[config.mk]
export PLATFORM = sky130hd
export DESIGN_NAME = couplet_token_parser
export DESIGN_NICKNAME = d
export VERILOG_FILES = /design/src/hw/rtl/ctp_pkg.sv /design/src/hw/rtl/ctp_front.sv /design/src/hw/rtl/ctp_queue.sv /design/src/hw/rtl/ctp_back.sv /design/src/hw/rtl/couplet_token_parser.sv
export SDC_FILE = /design/constraint.sdc
export NUM_CORES = 1
export LEC_CHECK = 0
export ABC_AREA = 1
export BUFFER_PORTS_ARGS = -buffer_cell sky130_fd_sc_hd__buf_2
export CORE_AREA = 2 2 111 113
export DETAILED_ROUTE_END_ITERATION = 10
export DIE_AREA = 0 0 113 115
export GPL_TIMING_DRIVEN = 1
export PLACE_DENSITY = 0.65
export SYNTH_ARGS = -nofsm -noshare
export SYNTH_HDL_FRONTEND = slang
export SYNTH_SLANG_ARGS = --single-unit
export TNS_END_PERCENT = 1
[constraint.sdc]
create_clock -name clock -period 6.1 [get_ports clock]
set_input_delay 0 -clock clock [delete_from_list [all_inputs] [get_ports clock]]
set_output_delay 0 -clock clock [all_outputs]
set_load 0.02 [all_outputs]
[src/hw/rtl/ctp_pkg.sv]
// Shared types and constants for the couplet token parser.
package ctp_pkg;

   localparam int unsigned CHAR_W  = 8;
   localparam int unsigned INDEX_W = 6;
   localparam int unsigned CODE_W  = 2 * INDEX_W;
   localparam int unsigned CSR_INDEX_W = 8;

   // register indexes on the csr port
   localparam logic [CSR_INDEX_W-1:0] CSR_DELIMITER = 8'd0;
   localparam logic [CSR_INDEX_W-1:0] CSR_MARKER    = 8'd1;

   localparam logic [CHAR_W-1:0] DELIMITER_RESET = 8'd46;
   localparam logic [CHAR_W-1:0] MARKER_RESET    = 8'd42;

   // queue between the classifier and the result stage
   localparam int unsigned QDEPTH  = 2;
   localparam int unsigned QPTR_W  = (QDEPTH > 1) ? $clog2(QDEPTH) : 1;
   localparam int unsigned QCOUNT_W = $clog2(QDEPTH + 1);

   typedef struct packed {
      logic [INDEX_W-1:0] lead_index;
      logic [INDEX_W-1:0] second_index;
      logic               partial;
      logic               last;
      logic               error;
   } job_type;

   typedef struct packed {
      logic    valid;
      job_type job;
   } push_type;

   typedef struct packed {
      logic    valid;
      job_type job;
   } head_type;

endpackage

[src/hw/rtl/ctp_front.sv]
// Classifier: takes characters, tracks the part position and builds result jobs.
module ctp_front (
   input  logic                         clock,
   input  logic                         reset,
   input  logic                         req_valid,
   input  logic [ctp_pkg::CHAR_W-1:0]   req_ch,
   input  logic                         req_is_end,
   output logic                         req_stall,
   input  logic [ctp_pkg::CHAR_W-1:0]   delimiter,
   input  logic [ctp_pkg::CHAR_W-1:0]   marker,
   input  logic                         queue_full,
   output ctp_pkg::push_type            push
);

   localparam logic [ctp_pkg::CHAR_W-1:0] CHAR_DASH  = 8'h2D;
   localparam logic [ctp_pkg::CHAR_W-1:0] CHAR_UNDER = 8'h5F;
   localparam logic [1:0] POS_EMPTY = 2'd0;
   localparam logic [1:0] POS_ONE   = 2'd1;
   localparam logic [1:0] POS_TWO   = 2'd2;

   // bit 6 set: not in the alphabet
   function automatic logic [ctp_pkg::INDEX_W:0] lookup(input logic [ctp_pkg::CHAR_W-1:0] c);
      logic [ctp_pkg::INDEX_W:0] r;
      r = 7'd64;
      priority if (c >= 8'h41 && c <= 8'h5A) r = 7'(c - 8'h41);
      else if (c >= 8'h61 && c <= 8'h7A) r = 7'(c - 8'h61 + 8'd26);
      else if (c >= 8'h30 && c <= 8'h39) r = 7'(c - 8'h30 + 8'd52);
      else if (c == CHAR_DASH) r = 7'd62;
      else if (c == CHAR_UNDER) r = 7'd63;
      else r = 7'd64;
      return r;
   endfunction

   logic [1:0]                 pos_ff, pos_in;
   logic [ctp_pkg::CHAR_W-1:0] first_ff, first_in;
   logic [ctp_pkg::CHAR_W-1:0] second_ff, second_in;
   logic                       err_ff, err_in;

   logic                       accept;
   logic                       is_delim;
   logic [ctp_pkg::CHAR_W-1:0] second_sel;
   logic [ctp_pkg::INDEX_W:0]  a_lk, b_lk;
   logic                       sel_partial;
   logic                       elem_ok_mid, elem_ok_end;
   ctp_pkg::job_type           elem_job, err_job;

   assign req_stall = queue_full;
   assign accept    = req_valid & ~req_stall;
   assign is_delim  = (req_ch == delimiter);

   // on a delimiter the part is the two held characters, at the end it is held + this one
   assign second_sel  = is_delim ? second_ff : req_ch;
   assign a_lk        = lookup(first_ff);
   assign b_lk        = lookup(second_sel);
   assign sel_partial = (second_sel == marker);
   assign elem_ok_mid = ~sel_partial & ~a_lk[ctp_pkg::INDEX_W] & ~b_lk[ctp_pkg::INDEX_W];
   assign elem_ok_end = ~a_lk[ctp_pkg::INDEX_W] & (sel_partial | ~b_lk[ctp_pkg::INDEX_W]);

   always_comb begin
      elem_job.lead_index   = a_lk[ctp_pkg::INDEX_W-1:0];
      elem_job.second_index = sel_partial ? '0 : b_lk[ctp_pkg::INDEX_W-1:0];
      elem_job.partial      = sel_partial;
      elem_job.last         = ~is_delim;
      elem_job.error        = 1'b0;
      err_job               = '0;
      err_job.last          = 1'b1;
      err_job.error         = 1'b1;
   end

   always_comb begin
      pos_in     = pos_ff;
      first_in   = first_ff;
      second_in  = second_ff;
      err_in     = err_ff;
      push.valid = 1'b0;
      push.job   = err_job;
      if (accept) begin
         priority if (err_ff) begin
            if (req_is_end) begin
               push.valid = 1'b1;
               pos_in = POS_EMPTY; first_in = '0; second_in = '0; err_in = 1'b0;
            end
         end else if (is_delim) begin
            if (req_is_end) begin
               push.valid = 1'b1;
               pos_in = POS_EMPTY; first_in = '0; second_in = '0; err_in = 1'b0;
            end else if (pos_ff != POS_TWO || !elem_ok_mid) begin
               err_in = 1'b1;
               pos_in = POS_EMPTY;
            end else begin
               push.valid = 1'b1;
               push.job   = elem_job;
               pos_in = POS_EMPTY; first_in = '0; second_in = '0;
            end
         end else if (pos_ff == POS_TWO) begin
            if (req_is_end) begin
               push.valid = 1'b1;
               pos_in = POS_EMPTY; first_in = '0; second_in = '0; err_in = 1'b0;
            end else begin
               err_in = 1'b1;
            end
         end else begin
            if (pos_ff == POS_EMPTY) first_in = req_ch;
            else second_in = req_ch;
            pos_in = (pos_ff == POS_EMPTY) ? POS_ONE : POS_TWO;
            if (req_is_end) begin
               push.valid = 1'b1;
               if (pos_ff == POS_ONE && elem_ok_end) push.job = elem_job;
               pos_in = POS_EMPTY; first_in = '0; second_in = '0; err_in = 1'b0;
            end
         end
      end
   end

   always_ff @(posedge clock) begin
      if (reset) begin
         pos_ff    <= POS_EMPTY;
         first_ff  <= '0;
         second_ff <= '0;
         err_ff    <= 1'b0;
      end else begin
         pos_ff    <= pos_in;
         first_ff  <= first_in;
         second_ff <= second_in;
         err_ff    <= err_in;
      end
   end

endmodule

[src/hw/rtl/ctp_queue.sv]
// Short job queue between the classifier and the result stage.
module ctp_queue (
   input  logic              clock,
   input  logic              reset,
   input  ctp_pkg::push_type push,
   input  logic              pop,
   output logic              full,
   output ctp_pkg::head_type head
);

   ctp_pkg::job_type                entry_ff [ctp_pkg::QDEPTH];
   logic [ctp_pkg::QPTR_W-1:0]      wr_ptr_ff, wr_ptr_in;
   logic [ctp_pkg::QPTR_W-1:0]      rd_ptr_ff, rd_ptr_in;
   logic [ctp_pkg::QCOUNT_W-1:0]    count_ff, count_in;
   logic                            do_push, do_pop;

   localparam logic [ctp_pkg::QPTR_W-1:0]   PTR_LAST = ctp_pkg::QPTR_W'(ctp_pkg::QDEPTH - 1);
   localparam logic [ctp_pkg::QPTR_W-1:0]   PTR_ONE  = ctp_pkg::QPTR_W'(1);
   localparam logic [ctp_pkg::QCOUNT_W-1:0] COUNT_FULL = ctp_pkg::QCOUNT_W'(ctp_pkg::QDEPTH);
   localparam logic [ctp_pkg::QCOUNT_W-1:0] COUNT_ONE  = ctp_pkg::QCOUNT_W'(1);

   assign full      = (count_ff == COUNT_FULL);
   assign head.valid = (count_ff != '0);
   assign head.job  = entry_ff[rd_ptr_ff];
   assign do_push   = push.valid & ~full;
   assign do_pop    = pop & head.valid;

   always_comb begin
      wr_ptr_in = wr_ptr_ff;
      rd_ptr_in = rd_ptr_ff;
      count_in  = count_ff;
      if (do_push) wr_ptr_in = (wr_ptr_ff == PTR_LAST) ? '0 : wr_ptr_ff + PTR_ONE;
      if (do_pop)  rd_ptr_in = (rd_ptr_ff == PTR_LAST) ? '0 : rd_ptr_ff + PTR_ONE;
      if (do_push && !do_pop) count_in = count_ff + COUNT_ONE;
      else if (do_pop && !do_push) count_in = count_ff - COUNT_ONE;
   end

   always_ff @(posedge clock) begin
      if (reset) begin
         wr_ptr_ff <= '0;
         rd_ptr_ff <= '0;
         count_ff  <= '0;
      end else begin
         wr_ptr_ff <= wr_ptr_in;
         rd_ptr_ff <= rd_ptr_in;
         count_ff  <= count_in;
      end
   end

   always_ff @(posedge clock) begin
      if (do_push) entry_ff[wr_ptr_ff] <= push.job;
   end

`ifndef SYNTH
   a_no_push_when_full: assert property (@(posedge clock) disable iff (reset)
      push.valid |-> !full) else $error("job pushed into a full queue");
   a_no_pop_when_empty: assert property (@(posedge clock) disable iff (reset)
      pop |-> head.valid) else $error("pop from an empty queue");
   a_count_bound: assert property (@(posedge clock) disable iff (reset)
      count_ff <= COUNT_FULL) else $error("queue count past depth");
   a_count_step: assert property (@(posedge clock) disable iff (reset)
      (do_push && !do_pop) |=> count_ff == $past(count_ff) + COUNT_ONE)
      else $error("queue count did not advance on push");
`endif

endmodule

[src/hw/rtl/ctp_back.sv]
// Result stage: pops jobs and holds the result beat in the output register.
module ctp_back (
   input  logic                          clock,
   input  logic                          reset,
   input  ctp_pkg::head_type             head,
   output logic                          pop,
   output logic                          rsp_valid,
   input  logic                          rsp_stall,
   output logic [ctp_pkg::INDEX_W-1:0]   rsp_lead_index,
   output logic [ctp_pkg::INDEX_W-1:0]   rsp_second_index,
   output logic [ctp_pkg::CODE_W-1:0]    rsp_pair_code,
   output logic                          rsp_partial,
   output logic                          rsp_last,
   output logic                          rsp_error
);

   logic                        valid_ff, valid_in;
   ctp_pkg::job_type            job_ff;
   logic [ctp_pkg::CODE_W-1:0]  code_ff;
   logic                        load;

   assign load     = head.valid & (~valid_ff | ~rsp_stall);
   assign pop      = load;
   assign valid_in = load | (valid_ff & rsp_stall);

   always_ff @(posedge clock) begin
      if (reset) valid_ff <= 1'b0;
      else valid_ff <= valid_in;
   end

   always_ff @(posedge clock) begin
      if (load) begin
         job_ff  <= head.job;
         code_ff <= {head.job.lead_index, head.job.second_index};
      end
   end

   assign rsp_valid        = valid_ff;
   assign rsp_lead_index   = job_ff.lead_index;
   assign rsp_second_index = job_ff.second_index;
   assign rsp_pair_code    = code_ff;
   assign rsp_partial      = job_ff.partial;
   assign rsp_last         = job_ff.last;
   assign rsp_error        = job_ff.error;

endmodule

[src/hw/rtl/couplet_token_parser.sv]
// Top level of the couplet token parser: csr registers, classifier, queue, result stage.
//
//   channel   direction  handshake              payload
//   req       in         req_valid / req_stall  req_ch[7:0], req_is_end
//   rsp       out        rsp_valid / rsp_stall  lead/second index, pair code, flags
//   csr       in         csr_valid / csr_ready  csr_index[7:0], csr_data[7:0]
//
// One character is taken per cycle while req_stall is low; the job of the character that
// closes a part goes into the queue, and from the queue into the output register.
// The rate is set by the classifier: one lookup and position update per character.
// Reset is synchronous: position, error flag, queue and output valid clear; the
// delimiter returns to '.' and the marker to '*'.
// A stalled rsp backs jobs into the two-entry queue; req_stall rises only when it is full.
// csr writes are always taken (csr_ready is tied high); unknown indexes are dropped.
module couplet_token_parser (
   input  logic                              clock,
   input  logic                              reset,
   input  logic                              req_valid,
   output logic                              req_stall,
   input  logic [ctp_pkg::CHAR_W-1:0]        req_ch,
   input  logic                              req_is_end,
   output logic                              rsp_valid,
   input  logic                              rsp_stall,
   output logic [ctp_pkg::INDEX_W-1:0]       rsp_lead_index,
   output logic [ctp_pkg::INDEX_W-1:0]       rsp_second_index,
   output logic [ctp_pkg::CODE_W-1:0]        rsp_pair_code,
   output logic                              rsp_partial,
   output logic                              rsp_last,
   output logic                              rsp_error,
   input  logic                              csr_valid,
   output logic                              csr_ready,
   input  logic [ctp_pkg::CSR_INDEX_W-1:0]   csr_index,
   input  logic [ctp_pkg::CHAR_W-1:0]        csr_data
);

   logic [ctp_pkg::CHAR_W-1:0] delim_ff, delim_in;
   logic [ctp_pkg::CHAR_W-1:0] marker_ff, marker_in;
   logic                       csr_write;

   ctp_pkg::push_type push;
   ctp_pkg::head_type head;
   logic              queue_full;
   logic              pop;

   // csr port never back-pressures
   assign csr_ready = 1'b1;
   assign csr_write = csr_valid & csr_ready;

   always_comb begin
      delim_in  = delim_ff;
      marker_in = marker_ff;
      if (csr_write) begin
         unique case (csr_index)
            ctp_pkg::CSR_DELIMITER: delim_in  = csr_data;
            ctp_pkg::CSR_MARKER:    marker_in = csr_data;
            default: ;  // drop writes to unknown indexes
         endcase
      end
   end

   always_ff @(posedge clock) begin
      if (reset) begin
         delim_ff  <= ctp_pkg::DELIMITER_RESET;
         marker_ff <= ctp_pkg::MARKER_RESET;
      end else begin
         delim_ff  <= delim_in;
         marker_ff <= marker_in;
      end
   end

   // classify characters and push one job per finished part or per token end
   ctp_front u_front (
      .clock      (clock),
      .reset      (reset),
      .req_valid  (req_valid),
      .req_ch     (req_ch),
      .req_is_end (req_is_end),
      .req_stall  (req_stall),
      .delimiter  (delim_ff),
      .marker     (marker_ff),
      .queue_full (queue_full),
      .push       (push)
   );

   // hold jobs while the result side is stalled
   ctp_queue u_queue (
      .clock (clock),
      .reset (reset),
      .push  (push),
      .pop   (pop),
      .full  (queue_full),
      .head  (head)
   );

   // advance jobs into the output register, one beat at a time
   ctp_back u_back (
      .clock            (clock),
      .reset            (reset),
      .head             (head),
      .pop              (pop),
      .rsp_valid        (rsp_valid),
      .rsp_stall        (rsp_stall),
      .rsp_lead_index   (rsp_lead_index),
      .rsp_second_index (rsp_second_index),
      .rsp_pair_code    (rsp_pair_code),
      .rsp_partial      (rsp_partial),
      .rsp_last         (rsp_last),
      .rsp_error        (rsp_error)
   );

endmodule

==> out/results.ini, run 1 <==
[clocking]
cts-buffers-inserted = 9
htreeDepth = 3
cts_tree = done
clock_latency_ns = 0.35
cts_resized = 0
root_buffer = clkbuf_16
cts-hold-fix-buffers = 9
cts_setup_buffers = 0
cts.path.max_buffers = 2
path_clk_slew_ns = 0.07
cts_num_sinks = 86

[outcome]
outcome = finished, violations left
violations = DRC

[logic_synthesis]
synthTopCellsByArea = edfxtp_1, dfxtp_1, nand2_1, nor2_1, inv_1
synth_cells = 666
avgSynthCellArea_um2 = 7.765
synth_most_common_cell = nand2_1
synth_nets = 708
synth_ff_type = edfxtp_1
syn_area_um2 = 5171
async_flop_share = 0
ys_ff_latch = 86
synthTopCellsByCount = nand2_1, nor2_1, inv_1
seq_area_frac_synth = 0.4200
synth_cell_types = 37
synth_edf_count = 45
synth_largest_area_cell = edfxtp_1
yosys.area.top_type_share = 0.2613
yosys_warnings = 0

[route]
wl_mm = 11.97
drt_iter0_markers = 457
route.detailed.drc = 6
wl_per_cell_um = 13.87
post_drt_via_cell_ratio = 5.174
firstDrtPassIters = 11
antenna_left = 0
vias = 4465

[placement]
placed_cells = 838
hpwl_mm = 8.726
place_ws_ns = 2.093
dpl_cell_area_um2 = 5441
gp_congestion = 0.9957
portBuffers = 58

[timing]
worst_pin_slew_ns = 1.185
fin_worst_skew_ns = 0.01038
whs_ns = 0.02180
finalHoldViolations = 0
min_period_ns = 4.039
worst_slack_ns = 2.061
slew_headroom = 0.2072
rsz0062_at_grt = false
maxSlewViolCount = 0
setup_total_negative_slack_ns = 0
max_clock_freq_mhz = 247.6
setup_viol = 0
finalCritPeriodShare = 0.6621

[critical_path]
crit_fanout = 15
critical_path.cell_chain = xnor2_1 > nand2_1 > nor2_1 > nand3b_1 > nand2_2 > ha_1 > nand3_1 > nor2_4 > nand3_1 > nand2_1 > nand3_1 > nand2_1 > nand3_1 > nand2_1 > inv_1 > nor2_1
crit_type = reg -> reg
arrival_ns = 4.00
crit_family = simple AND/OR/NAND/NOR gates
critPathLaunchType = register
cp.required_ns = 6.06
path_buf_inv = 1
cp-end-kind = register
cpMaxStageDelayCell = nor2_1
critPathMaxStageDelay_ns = 0.88

[finish]
final_nets = 753
multi_input_area_um2 = 2532
nFillCells = 1148
seq_area_um2 = 2172
stdcell_count = 863
stdcell_area_um2 = 5848
syn2layout_area_growth_pct = 13.09
drive_gt1_frac = 0.1508
antenna_cells = 0

[power_and_ir_drop]
ir_worst_vdd_mv = 0.1787
power.density_nw_per_um2 = 327.3
p_leak_uw = 0.002598

[global_route]
first_global_vias = 4096
grt_first_pass_wirelength_mm = 19.68
track_usage = 0.1899
grt_overflow = 0
antenna_found_initial = 0
grt_max_degree = 32

[die]
die-width_um = 113
die_area_um2 = 13000
start_util = 0.4378
ios = 60
rows = 40
dieHeight_um = 115
core_um2 = 11810

[run]
max-cap-violations = 0

[worst_hold_path]
hold_path_class = in -> reg

cell families (layout without fill, tap and decap cells):
logic type / count (synthesis) / count (layout) / share of synthesized area
xor gates and xnor gates: 25 / 25 / 0.04234
AOI/OAI and AO/OA: 108 / 108 / 0.1200
buffers and inverters: 102 / 152 / 0.09025
muxes: 15 / 15 / 0.03266
adders and majority gates: 12 / 12 / 0.02903
and+or+nand+nor: 317 / 317 / 0.2649
other: 1 / 1 / 0.0007252
DFF: 86 / 86 / 0.4200
layer usage:
layer	global-route usage	part of all wire	routed length (um)	vias to the layer above
li1	-	-	-	2293
met3	0.05324	0.051	607	6
met2	0.3118	0.47	5581	109
met5	0	0	0	-
met4	0.05122	0.0062	74	0
met1	0.2481	0.48	5704	2057
power breakdown:
| part | internal (uW) | switching (uW) |
|---|---|---|
| sequential | 713 | 66.1 |
| combinational | 185 | 359 |
| clock | 360 | 231 |
final timing paths:
path	from	endpoint	slack [ns]	depth (start not counted)
max	delim_ff[7]	u_queue.entry_ff[0][0]	2.06	16
max reg2reg	delim_ff[7]	u_queue.entry_ff[0][0]	2.06	16
min	req_is_end	u_front.err_ff	0.02	4
min reg2reg	u_queue.rd_ptr_ff	u_queue.rd_ptr_ff	0.47	1
cells in the final DEF, fill, tap and decap left out, drive strengths merged:
| master | n |
|---|---|
| a211oi | 4 |
| a21o | 1 |
| a21oi | 43 |
| a31oi | 9 |
| buf | 59 |
| bufinv | 2 |
| clkbuf | 11 |
| clkinv | 1 |
| clkinvlp | 2 |
| conb | 1 |
| dfxtp | 41 |
| dlygate4sd3 | 9 |
| edfxtp | 45 |
| ha | 12 |
| inv | 68 |
| mux2 | 15 |
| nand2 | 142 |
| nand3 | 49 |
| nand3b | 9 |
| nand4 | 2 |
| nor2 | 105 |
| nor3 | 3 |
| nor4 | 5 |
| o211ai | 15 |
| o21ai | 31 |
| o221ai | 2 |
| o31ai | 3 |
| or2 | 1 |
| or4 | 1 |
| xnor2 | 6 |
| xor2 | 19 |
worst register-to-register path, cell delays in order, from the launching register on:
cell and delay [ns]:
dfxtp_1 0.32, xnor2_1 0.17, nand2_1 0.10, nor2_1 0.60, nand3b_1 0.20, nand2_2 0.18, ha_1 0.22, nand3_1 0.17
nor2_4 0.18, nand3_1 0.08, nand2_1 0.07, nand3_1 0.09, nand2_1 0.13, nand3_1 0.10, nand2_1 0.09, inv_1 0.05
nor2_1 0.88
per-stage QoR:
stage          utilization  power [uW]
6_report            0.4951        1914
5_1_grt             0.4951        2021
4_1_cts             0.4951        1929
3_5_place_dp        0.4607        1329
3_3_place_gp        0.4607        1318
2_1_floorplan            -        1208
state kept, by name, indices dropped and copies added (netlist names), named ones only:
register	count
delim_ff	8
marker_ff	8
u_back.rsp_error	1
u_back.rsp_last	1
u_back.rsp_pair_code	12
u_back.rsp_partial	1
u_back.rsp_valid	1
u_front.err_ff	1
u_front.first_ff	8
u_front.pos_ff	2
u_front.second_ff	8
u_queue.count_ff	2
u_queue.entry_ff	30
u_queue.rd_ptr_ff	1
u_queue.wr_ptr_ff	1
cell type report:
class / instances / share of cell area
clock inverters: 5 / 0.01433
flip-flops and latches: 86 / 0.3714
repair buffers: 68 / 0.06632
well taps: 147 / 0.03145
multi-input cells: 478 / 0.4330
inverters: 68 / 0.04365
clock buffers: 11 / 0.03979
Note: power is estimated with default switching activity, not from simulation.
==> run 2, diff against run 1 <==
--- a/config.mk
+++ b/config.mk
@@ -5,13 +5,13 @@
 export SDC_FILE = /design/constraint.sdc
 export NUM_CORES = 1
 export LEC_CHECK = 0
-export ABC_AREA = 1
+export ABC_AREA = 0
 export BUFFER_PORTS_ARGS = -buffer_cell sky130_fd_sc_hd__buf_2
-export CORE_AREA = 2 2 111 113
+export CORE_AREA = 2 2 108 110
 export DETAILED_ROUTE_END_ITERATION = 10
-export DIE_AREA = 0 0 113 115
+export DIE_AREA = 0 0 110 112
 export GPL_TIMING_DRIVEN = 1
-export PLACE_DENSITY = 0.65
+export PLACE_DENSITY = 0.66
 export SYNTH_ARGS = -nofsm -noshare
 export SYNTH_HDL_FRONTEND = slang
 export SYNTH_SLANG_ARGS = --single-unit
==> constraint.sdc (replaced) <==
create_clock -name clock -period 3.95 [get_ports clock]
set_input_delay 0 -clock clock [delete_from_list [all_inputs] [get_ports clock]]
set_output_delay 0 -clock clock [all_outputs]
set_load 0.02 [all_outputs]
==> out/results.ini, run 2 <==
[outcome]
outcome = finished clean

[logic_synthesis]
yosys_warnings = 0  ; unchanged
synth_edf_count = 45  ; unchanged
seq_area_frac_synth = 0.4389  ; +0.01890
synthTopCellsByCount = edfxtp_1, nor2_1, dfxtp_1
synth_cells = 521  ; -22%
synth_cell_types = 73  ; +97%
syn_area_um2 = 4948  ; -4.3%
async_flop_share = 0  ; unchanged
avgSynthCellArea_um2 = 9.498  ; +22%
ys_ff_latch = 86  ; unchanged
synth_ff_type = edfxtp_1
synthTopCellsByArea = edfxtp_1, dfxtp_1, mux2_2, o21ai_0, nor2_1
synth_largest_area_cell = edfxtp_1
yosys.area.top_type_share = 0.2731  ; +0.01176
synth_nets = 563  ; -20%

[route]
route.detailed.drc = 0  ; -6
post_drt_via_cell_ratio = 5.725  ; +11%
wl_mm = 11.81  ; -1.3%
antenna_left = 0  ; unchanged
firstDrtPassIters = 5  ; -6
vias = 4139  ; -7.3%
wl_per_cell_um = 16.34  ; +18%
drt_iter0_markers = 364  ; -20%

[die]
start_util = 0.4428  ; +0.005022
core_um2 = 11170  ; -5.4%
die_area_um2 = 12320  ; -5.2%
die-width_um = 110  ; -2.7%
dieHeight_um = 112  ; -2.6%
ios = 60  ; unchanged
rows = 39  ; -2.5%

[global_route]
grt_first_pass_wirelength_mm = 19.22  ; -2.3%
track_usage = 0.1985  ; +0.008636
met1_usage = 0.2738  ; +0.02569
met3_usage = 0.02869  ; -0.02455
grt_overflow = 0  ; unchanged
busiest_layer = met2
first_global_vias = 3889  ; -5.1%
grt_max_degree = 28  ; -13%
antenna_found_initial = 0  ; unchanged
use_met2 = 0.3153  ; +0.003561

[placement]
dpl_cell_area_um2 = 5300  ; -2.6%
gp_congestion = 0.9555  ; -4.0%
portBuffers = 58  ; unchanged
hpwl_mm = 8.674  ; -0.59%
placed_cells = 698  ; -17%

[timing]
setup_viol = 0  ; unchanged
maxSlewViolCount = 0  ; unchanged
whs_ns = 0.01624  ; -0.005563 ns
finalCritPeriodShare = 0.9171  ; +0.2550
min_period_ns = 3.622  ; -0.4161 ns
finalHoldViolations = 0  ; unchanged
setup_total_negative_slack_ns = 0  ; unchanged
fin_worst_skew_ns = 0.01014  ; -0.0002392 ns
worst_pin_slew_ns = 0.8726  ; -0.3122 ns
max_clock_freq_mhz = 276.1  ; +11%
slew_headroom = 0.4161  ; +0.2089

[power_and_ir_drop]
power.density_nw_per_um2 = 474.8  ; +45%
ir_worst_vdd_mv = 0.2445  ; +37%
p_leak_uw = 0.002131  ; -18%

[finish]
final_nets = 617  ; -18%
stdcell_count = 723  ; -16%
mostFrequentLayoutCell = buf_2
largest_register_ff_count = 30  ; unchanged
layout_common_cells = buf_2, nor2_1, edfxtp_1, dfxtp_1, nand2_1
stdcell_area_um2 = 5773  ; -1.3%
syn2layout_area_growth_pct = 16.66
fin_util = 0.5166  ; +0.02150
drive_gt1_frac = 0.2190  ; +0.06813
top_register = u_queue.entry_ff
antenna_cells = 0  ; unchanged

[run]
max-cap-violations = 0  ; unchanged

[critical_path]
crit_type = reg -> reg
cp.required_ns = 4.21  ; -1.85 ns
critPathLaunchType = register
crit_fanout = 5  ; -10
cp-end-kind = register
arrival_ns = 3.88  ; -0.12 ns

[worst_hold_path]
hold_path_class = in -> reg

[clocking]
root_buffer = clkbuf_16
clock_latency_ns = 0.34  ; about the same
path_clk_slew_ns = 0.07  ; about the same
cts.path.max_buffers = 2  ; unchanged
cts_num_sinks = 86  ; unchanged
cts_tree = done
cts-buffers-inserted = 9  ; unchanged
htreeDepth = 3  ; unchanged

[run 2: cell families (layout without fill, tap and decap cells)]
group / after synthesis / count (layout) / share of synthesized area
simple gates: 170 / 170 / 0.1798
compound gates: 128 / 128 / 0.1712
flops: 86 / 86 / 0.4389
buf+inv: 70 / 129 / 0.07079
mux: 30 / 30 / 0.06574
xor+xnor: 24 / 24 / 0.04248
fa+ha+maj: 12 / 12 / 0.03034
other cells: 1 / 1 / 0.0007578
[run 2: worst paths after layout]
kind,startpoint,end,slack [ns],cells past startpoint
max,delim_ff[2],u_queue.count_ff[1],0.33,16
min,req_ch[1],u_front.second_ff[1],0.02,3
max reg2reg,delim_ff[2],u_queue.count_ff[1],0.33,16
min reg2reg,u_queue.rd_ptr_ff,register,0.52,2
[run 2: final cells by class]
cell class	count	area, um^2
Tap cell	143	178.9
Multi-Input combinational cell	365	2490
Timing Repair Buffer	83	498.0
Sequential cell	86	2172
Clock inverter	6	92.59
Fill cell	1019	5401
Clock buffer	10	229.0
Inverter	30	112.6
[run 2: report_power, final]
group / leakage (uW) / internal, uW / switching (uW)
Combinational: 0.00123 / 248 / 426
Sequential: 0.000747 / 1080 / 79.6
Clock: 0.000150 / 558 / 350
Total: 0.00213 / 1890 / 856
[run 2: critical path: stages, from the launching register on]
cell and delay [ns]:
dfxtp_1 0.32, xnor2_1 0.17, nand4_1 0.14, or2_4 0.30, a21oi_2 0.17, ha_1 0.19, buf_4 0.15, nor4b_2 0.24
nor3b_1 0.29, a211oi_1 0.12, mux2i_1 0.24, nand3_2 0.14, o2111ai_2 0.14, nand2_1 0.09, ha_1 0.32, or3_1 0.38
a21oi_1 0.16
[run 2: per-stage QoR]
stage / setup WS (ns) / total power [uW]
after global routing: -0.006377 / 2876
after floorplan: -0.1662 / 1693
after CTS: 0.04039 / 2750
after global placement: 0.2205 / 1827
final: 0.3276 / 2741
after detailed placement: 0.01984 / 1840
[run 2: layer usage]
layer | wire [um] | vias up | share of wire
li1 | - | 2002 | -
met1 | 5375 | 1979 | 0.46
met2 | 5613 | 140 | 0.48
met3 | 594 | 18 | 0.050
met4 | 229 | 0 | 0.019
met5 | 0 | - | 0
[run 2: what timing repair did]
| item | in CTS | in global routing |
|---|---|---|
| hold buffers | 8 | 0 |
| setup buffers | 0 | 1 |
| hold endpoints to repair | 13 | 0 |
| setup endpoints to repair | 1 | 10 |
| gates resized for setup | 1 | 10 |
